### config.mk
export PLATFORM = sky130hd
export DESIGN_NAME = mouse_delta_accumulator
export DESIGN_NICKNAME = d
export VERILOG_FILES = /design/src/rtl/core/mda_pkg.sv /design/src/rtl/core/mouse_delta_accumulator.sv
export SDC_FILE = /design/constraint.sdc
export NUM_CORES = 2
export LEC_CHECK = 0
export BUFFER_PORTS_ARGS = -buffer_cell sky130_fd_sc_hd__clkbuf_2
export CORE_ASPECT_RATIO = 0.8
export CORE_MARGIN = 2
export CORE_UTILIZATION = 50
export DETAILED_ROUTE_END_ITERATION = 8
export PLACE_DENSITY = 0.68
export SLEW_MARGIN = 30
export SYNTH_ARGS = -nofsm -noshare
export SYNTH_HDL_FRONTEND = slang
export SYNTH_SLANG_ARGS = --single-unit
### constraint.sdc
create_clock -name aclk -period 18.62 [get_ports aclk]
set_input_delay 1.862 -clock aclk [delete_from_list [all_inputs] [get_ports aclk]]
set_output_delay 1.862 -clock aclk [all_outputs]
set_load 0.1 [all_outputs]
### src/rtl/core/mda_pkg.sv
// Package for the mouse delta accumulator: request codes, field widths
// and reset constants. No dependencies.
package mda_pkg;

    localparam int ACCUM_WIDTH_DEF = 32;

    localparam int MODE_W   = 2;
    localparam int VALUE_W  = 32;
    localparam int TICK_W   = 63;
    localparam int SCALE_W  = 16;
    localparam int AXIS_W   = 48;
    localparam int COUNT_W  = 32;

    localparam int S_TDATA_W = 128;
    localparam int S_TUSER_W = 3;
    localparam int M_TDATA_W = 240;

    localparam logic [SCALE_W-1:0] AXIS_SCALE_RESET = 16'd4915;

    typedef logic [MODE_W-1:0] mode_t;

    localparam mode_t MODE_PACKET       = 2'd0;
    localparam mode_t MODE_DRAIN_VIEW   = 2'd1;
    localparam mode_t MODE_DRAIN_CURSOR = 2'd2;
    localparam mode_t MODE_IGNORED      = 2'd3;

endpackage

### src/rtl/core/mouse_delta_accumulator.sv
// Mouse delta accumulator top level: packet accumulation, view and cursor
// drains, gain scaling and output register. Depends on mda_pkg.
//
// Channel  | Dir | Handshake                  | Contents
// ---------+-----+----------------------------+---------------------------------
// s_axis   | in  | s_axis_tvalid/tready       | packet or drain request
// m_axis   | out | m_axis_tvalid/tready       | drain result, one per drain
// cfg      | in  | cfg_wr_en                  | axis_scale gain (Q2.14)
//
// One transaction per cycle sustained while no drain is held back. An accepted
// item is held in the input register; state is updated and a drain result is
// loaded into the output register at the edge it leaves, so m_axis_tvalid
// rises at that edge.
// Packets and ignored requests never wait on m_axis_tready; a drain holds in
// the input register only while an earlier result is still unclaimed.
// aresetn is synchronous, active low, and clears all accumulators and flags.
module mouse_delta_accumulator #(
    parameter int ACCUM_WIDTH = mda_pkg::ACCUM_WIDTH_DEF
) (
    input  logic                           aclk,
    input  logic                           aresetn,

    input  logic                           cfg_wr_en,
    input  logic [mda_pkg::SCALE_W-1:0]    cfg_wr_data,   // axis_scale

    input  logic                           s_axis_tvalid,
    output logic                           s_axis_tready,
    // x_value[31:0], y_value[63:32], arrival_tick[126:64], zero [127]
    input  logic [mda_pkg::S_TDATA_W-1:0]  s_axis_tdata,
    // mode[1:0], absolute[2]
    input  logic [mda_pkg::S_TUSER_W-1:0]  s_axis_tuser,

    output logic                           m_axis_tvalid,
    input  logic                           m_axis_tready,
    // axis_value[47:0], packets_taken[79:48], span_ticks[142:80],
    // cursor_dx[174:143], cursor_dy[206:175], lifetime_packets[238:207],
    // absolute_notice[239]
    output logic [mda_pkg::M_TDATA_W-1:0]  m_axis_tdata
);
    import mda_pkg::*;

    // input register
    logic                      in_valid_reg;
    mode_t                     in_mode_reg;
    logic                      in_abs_reg;
    logic [VALUE_W-1:0]        in_x_reg;
    logic [VALUE_W-1:0]        in_y_reg;
    logic [TICK_W-1:0]         in_tick_reg;

    // block state
    logic [SCALE_W-1:0]        axis_scale_reg;
    logic [ACCUM_WIDTH-1:0]    view_accum_reg,      view_accum_next;
    logic [ACCUM_WIDTH-1:0]    cursor_x_reg,        cursor_x_next;
    logic [ACCUM_WIDTH-1:0]    cursor_y_reg,        cursor_y_next;
    logic [COUNT_W-1:0]        packet_total_reg,    packet_total_next;
    logic [COUNT_W-1:0]        since_drain_reg,     since_drain_next;
    logic [TICK_W-1:0]         latest_tick_reg,     latest_tick_next;
    logic [TICK_W-1:0]         drained_tick_reg,    drained_tick_next;
    logic                      drained_valid_reg,   drained_valid_next;
    logic                      have_origin_reg,     have_origin_next;
    logic [VALUE_W-1:0]        origin_x_reg,        origin_x_next;
    logic [VALUE_W-1:0]        origin_y_reg,        origin_y_next;
    logic                      absolute_flag_reg,   absolute_flag_next;
    logic                      notice_given_reg,    notice_given_next;

    // output register
    logic                      out_valid_reg,       out_valid_next;
    logic [M_TDATA_W-1:0]      out_data_reg,        out_data_next;

    logic                      out_free;
    logic                      is_drain;
    logic                      proceed;
    logic                      s_accept;

    logic [VALUE_W-1:0]        dx32;
    logic [VALUE_W-1:0]        dy32;
    logic [ACCUM_WIDTH-1:0]    dx_ext;
    logic [ACCUM_WIDTH-1:0]    dy_ext;
    logic [AXIS_W-1:0]         neg_counts;
    logic [AXIS_W-1:0]         axis_prod;
    logic [TICK_W-1:0]         span;

    assign out_free = !out_valid_reg || m_axis_tready;
    assign is_drain = (in_mode_reg == MODE_DRAIN_VIEW) || (in_mode_reg == MODE_DRAIN_CURSOR);
    assign proceed  = in_valid_reg && (!is_drain || out_free);

    assign s_axis_tready = !in_valid_reg || proceed;
    assign s_accept      = s_axis_tvalid && s_axis_tready;

    assign m_axis_tvalid = out_valid_reg;
    assign m_axis_tdata  = out_data_reg;

    // motion of the packet; absolute positions are differenced against origin
    assign dx32   = in_abs_reg ? (in_x_reg - origin_x_reg) : in_x_reg;
    assign dy32   = in_abs_reg ? (in_y_reg - origin_y_reg) : in_y_reg;
    assign dx_ext = ACCUM_WIDTH'($signed(dx32));
    assign dy_ext = ACCUM_WIDTH'($signed(dy32));

    // -counts * gain, low 48 bits
    assign neg_counts = AXIS_W'(0) - AXIS_W'($signed(view_accum_reg));
    assign axis_prod  = AXIS_W'(neg_counts * AXIS_W'(axis_scale_reg));

    assign span = (drained_valid_reg && (latest_tick_reg > drained_tick_reg))
                  ? (latest_tick_reg - drained_tick_reg) : '0;

    always_comb begin
        view_accum_next    = view_accum_reg;
        cursor_x_next      = cursor_x_reg;
        cursor_y_next      = cursor_y_reg;
        packet_total_next  = packet_total_reg;
        since_drain_next   = since_drain_reg;
        latest_tick_next   = latest_tick_reg;
        drained_tick_next  = drained_tick_reg;
        drained_valid_next = drained_valid_reg;
        have_origin_next   = have_origin_reg;
        origin_x_next      = origin_x_reg;
        origin_y_next      = origin_y_reg;
        absolute_flag_next = absolute_flag_reg;
        notice_given_next  = notice_given_reg;
        out_valid_next     = out_valid_reg && !m_axis_tready;
        out_data_next      = out_data_reg;

        if (proceed) begin
            unique case (in_mode_reg)
                MODE_PACKET: begin
                    if (in_abs_reg) begin
                        absolute_flag_next = 1'b1;
                        origin_x_next      = in_x_reg;
                        origin_y_next      = in_y_reg;
                    end
                    if (in_abs_reg && !have_origin_reg) begin
                        // first absolute position only sets the origin
                        have_origin_next = 1'b1;
                    end else begin
                        view_accum_next   = view_accum_reg + dx_ext;
                        cursor_x_next     = cursor_x_reg + dx_ext;
                        cursor_y_next     = cursor_y_reg + dy_ext;
                        packet_total_next = packet_total_reg + COUNT_W'(1);
                        since_drain_next  = since_drain_reg + COUNT_W'(1);
                        latest_tick_next  = in_tick_reg;
                    end
                end
                MODE_DRAIN_VIEW: begin
                    view_accum_next  = '0;
                    since_drain_next = '0;
                    out_valid_next   = 1'b1;
                    out_data_next    = '0;
                    out_data_next[47:0]    = axis_prod;
                    out_data_next[79:48]   = since_drain_reg;
                    out_data_next[238:207] = packet_total_reg;
                    if (since_drain_reg != '0) begin
                        out_data_next[142:80] = span;
                        drained_tick_next     = latest_tick_reg;
                        drained_valid_next    = 1'b1;
                    end
                    if (absolute_flag_reg && !notice_given_reg) begin
                        notice_given_next  = 1'b1;
                        out_data_next[239] = 1'b1;
                    end
                end
                MODE_DRAIN_CURSOR: begin
                    cursor_x_next  = '0;
                    cursor_y_next  = '0;
                    out_valid_next = 1'b1;
                    out_data_next  = '0;
                    out_data_next[174:143] = VALUE_W'(cursor_x_reg);
                    out_data_next[206:175] = VALUE_W'(cursor_y_reg);
                    out_data_next[238:207] = packet_total_reg;
                end
                default: begin
                    // unused request code: dropped
                end
            endcase
        end
    end

    always_ff @(posedge aclk) begin
        if (!aresetn) begin
            in_valid_reg      <= 1'b0;
            axis_scale_reg    <= AXIS_SCALE_RESET;
            view_accum_reg    <= '0;
            cursor_x_reg      <= '0;
            cursor_y_reg      <= '0;
            packet_total_reg  <= '0;
            since_drain_reg   <= '0;
            latest_tick_reg   <= '0;
            drained_tick_reg  <= '0;
            drained_valid_reg <= 1'b0;
            have_origin_reg   <= 1'b0;
            origin_x_reg      <= '0;
            origin_y_reg      <= '0;
            absolute_flag_reg <= 1'b0;
            notice_given_reg  <= 1'b0;
            out_valid_reg     <= 1'b0;
        end else begin
            if (s_accept) begin
                in_valid_reg <= 1'b1;
            end else if (proceed) begin
                in_valid_reg <= 1'b0;
            end
            if (cfg_wr_en) begin
                axis_scale_reg <= cfg_wr_data;
            end
            view_accum_reg    <= view_accum_next;
            cursor_x_reg      <= cursor_x_next;
            cursor_y_reg      <= cursor_y_next;
            packet_total_reg  <= packet_total_next;
            since_drain_reg   <= since_drain_next;
            latest_tick_reg   <= latest_tick_next;
            drained_tick_reg  <= drained_tick_next;
            drained_valid_reg <= drained_valid_next;
            have_origin_reg   <= have_origin_next;
            origin_x_reg      <= origin_x_next;
            origin_y_reg      <= origin_y_next;
            absolute_flag_reg <= absolute_flag_next;
            notice_given_reg  <= notice_given_next;
            out_valid_reg     <= out_valid_next;
        end
    end

    // payload registers, no reset
    always_ff @(posedge aclk) begin
        if (s_accept) begin
            in_mode_reg <= mode_t'(s_axis_tuser[1:0]);
            in_abs_reg  <= s_axis_tuser[2];
            in_x_reg    <= s_axis_tdata[31:0];
            in_y_reg    <= s_axis_tdata[63:32];
            in_tick_reg <= s_axis_tdata[126:64];
        end
        out_data_reg <= out_data_next;
    end

endmodule
==> run_results.csv <==
group,metric,value,unit
timing,maxSlewViolCount,0,
cts,postCtsHoldBufs,0,
critical_path,critical-path-slowest-cell,"fa_1",
place,gp_congestion,0.883,
cts,clock_latency,0.69,ns
route,drtIter0Drc,2533,
power_and_ir_drop,powerDensity,150,mW/mm^2
outcome,status,"completed",
logic_synthesis,yosys_register_bits,742,
critical_path,cp_common_cell,"fa_1",
critical_path,r2r_cells,35,
power_and_ir_drop,irDropWorstVdd,0.000399,V
cts,post_cts_buffers,0,
grt,antenna_found_initial,15,
critical_path,cp.arrival,10.79,ns
logic_synthesis,synth_area_per_cell,9.51,sq um
logic_synthesis,yosysUniqueCellTypes,84,
route,ant_nets,0,
logic_synthesis,netlist.area_leader.share,19.8,%
cts,cts-root-buf,"clkbuf_16",
critical_path,slowest_delay,0.53,ns
place,dp_hpwl,103,mm
logic_synthesis,syn-num-nets,6897,
floorplan,initial_core_util,50.6,%
logic_synthesis,synth_area_leader_cell,"edfxtp_1",
final_layout,layout.nets,7193,
timing,timing.fmax,96.2,MHz
logic_synthesis,synth_area,0.0562,sq mm
cts,cts.clk_slew.worst_paths,0.06,ns
power_and_ir_drop,p_leak,27.6,nW
floorplan,die_y,304,microns
timing,finalHoldViolCount,0,
place,portBuffers,392,
logic_synthesis,synth-edff-count,370,
route,via_count,41700,
timing,setup-tns-final,0,ns
critical_path,cp.required,19.02,ns
grt,track_usage,25.2,%
critical_path,setup.worst_path.end,"m_axis_tdata[46]",
critical_path,start_kind,"flop",
flow_run,maxCapViolations,0,
final_layout,area_growth,11.7,%
final_layout,drive_gt1_share,11.4,%
timing,slew_headroom,30.5,%
cts,cts_made_buffers,80,
grt,grt_start_max_net_pins,119,
floorplan,die_w,379,microns
logic_synthesis,syn_inst,5909,
floorplan,std_cell_rows,109,
floorplan,core-area,0.111,sq mm
logic_synthesis,yosysSeqAreaShare,33.0,%
timing,rsz0062_at_grt,"no",
cts,cts_max_level,3,
logic_synthesis,async_flop_share,0,%
cts,clock_path_buffers,3,
final_layout,fin_util,56.5,%
logic_synthesis,ys_warn_count,0,
logic_synthesis,synthFlopType,"dfxtp_1",
route,wl,143,mm
logic_synthesis,synth.most_common_cell,"nand2_1",
logic_synthesis,synthTopCellsByArea,"edfxtp_1 (20%), fa_1 (18%), dfxtp_1 (13%)",
critical_path,startpoint,"view_accum_reg[1]",
cts,cts_tree,"yes",
route,detail_route.first_pass.iterations,6,
critical_path,rrSetupSlack,8.23,ns
floorplan,io_pins,394,
route,wl_per_cell,18.4,microns
min_path,worstHoldPathCells,1,
route,drcViolationCount,0,
grt,grt_pass1_wl,230,mm
critical_path,r2r_end,"m_axis_tdata[46]",
floorplan,die_area,0.115,sq mm
critical_path,r2r_start,"view_accum_reg[1]",
final_layout,largest_reg_flops,240,
route,viasPerCell,5.36,
cts,post_cts_resize_count,0,
timing,clock_skew,0.0292,ns
critical_path,endpoint_kind,"flop",
grt,overflow,0,
timing,period_minus_slack,10.39,ns
critical_path,cp_max_fo,16,
min_path,min-delay-start,"drained_valid_reg",
timing,finalSetupViolations,0,
cts,clock_sinks,742,
min_path,hold_class,"reg -> reg",
critical_path,criticalPathCategory,"reg -> reg",
timing,worst-slew-pin-transition,1.04,ns
grt,grt_pass1_vias,42300,
logic_synthesis,synth_commonest_cells,"nand2_1 (803), inv_1 (790), fa_1 (497), and2_1 (378), dfxtp_1 (372)",
timing,min_period_over_period,55.8,%
[stage by stage]
step                total power, mW  cell area (sq um)  instances  setup WS [ns]  hold WS [ns]
floorplan                      6.52              56200       5909           9.70         0.429
global placement               7.64              59800       7620           8.61         0.441
detailed placement             7.78              59900       7620           8.46         0.443
CTS                            9.51              62700       7769           8.42         0.460
global route                   10.4              62700       7776           7.68         0.483
finish                         9.41              62700       7776           8.23         0.459
[how the worst min path moves through the flow]
stage | end | slack (ns)
floorplan | m_axis_tdata[238] | 0.43
global placement | drained_valid_reg | 0.44
detailed placement | m_axis_tdata[238] | 0.44
CTS | m_axis_tdata[212] | 0.46
global route | m_axis_tdata[238] | 0.48
finish | drained_valid_reg | 0.46
[routing by layer]
metal | wire, microns | part of all wire [%] | track usage [%] | up-vias
met1 | 63000 | 44 | 34.3 | 20400
met2 | 66300 | 46 | 40.1 | 1178
li1 | - | - | - | 20000
met4 | 3420 | 2.4 | 7.14 | 18
met3 | 10500 | 7.3 | 5.92 | 210
met5 | 117 | 0.082 | 0 | -
[layout by cell type (no fill, tap or decap), drive strengths merged, types with 9 or more instances in the layout]
cell	count
a32oi	9
xnor2	202
a21boi	204
nor2	255
a22oi	59
mux2i	17
a31oi	17
edfxtp	370
o31a	9
and2	378
nor3b	12
dfxtp	372
ha	339
buf	62
o211ai	12
nand3	61
xor2	116
a21oi	246
mux2	50
o21a	32
o31ai	12
nor2b	159
nand2	803
fa	497
nor3	49
or3	16
a21o	122
nand2b	36
clkinv	17
nor4	23
o21ai	133
a211oi	21
clkbuf	508
inv	796
nand4	46
and3	39
o21bai	47
or2	12
[power by group]
group          leakage, nW  switching, mW  internal, mW
combinational         19.6           3.42          2.28
clock                 1.35          0.712         0.981
sequential            6.65         0.0447          1.97
[logic make-up after synthesis]
| logic type | Yosys count | share of synthesized area (%) |
|---|---|---|
| adder cells (fa/ha/maj) | 836 | 25.3 |
| buffers and inverters | 1031 | 6.93 |
| XOR/XNOR | 318 | 4.96 |
| AO/OA/AOI/OAI | 1000 | 11.9 |
| multiplexers | 67 | 1.31 |
| AND/OR/NAND/NOR | 1915 | 16.6 |
| flip-flops | 742 | 33.0 |
[area by class of cell]
type,count,area (sq um)
Clock inverter,33,468
Tap cell,1498,1870
Fill cell,9957,48300
Multi-Input combinational cell,4136,34000
Clock buffer,116,2330
Antenna cell,6,15.0
Sequential cell,742,18600
Timing Repair Buffer,454,2470
Inverter,791,2970
[worst max-delay path: cells and delay by family, from the launching register on]
family | cells | cell delay, ns
buffers and inverters | 6 | 0.61
XOR/XNOR | 2 | 0.25
flip-flops | 1 | 0.35
AO/OA/AOI/OAI | 8 | 2.01
adder cells (fa/ha/maj) | 8 | 3.71
AND/OR/NAND/NOR | 11 | 3.18
Note: power is estimated with default switching activity, not from simulation.
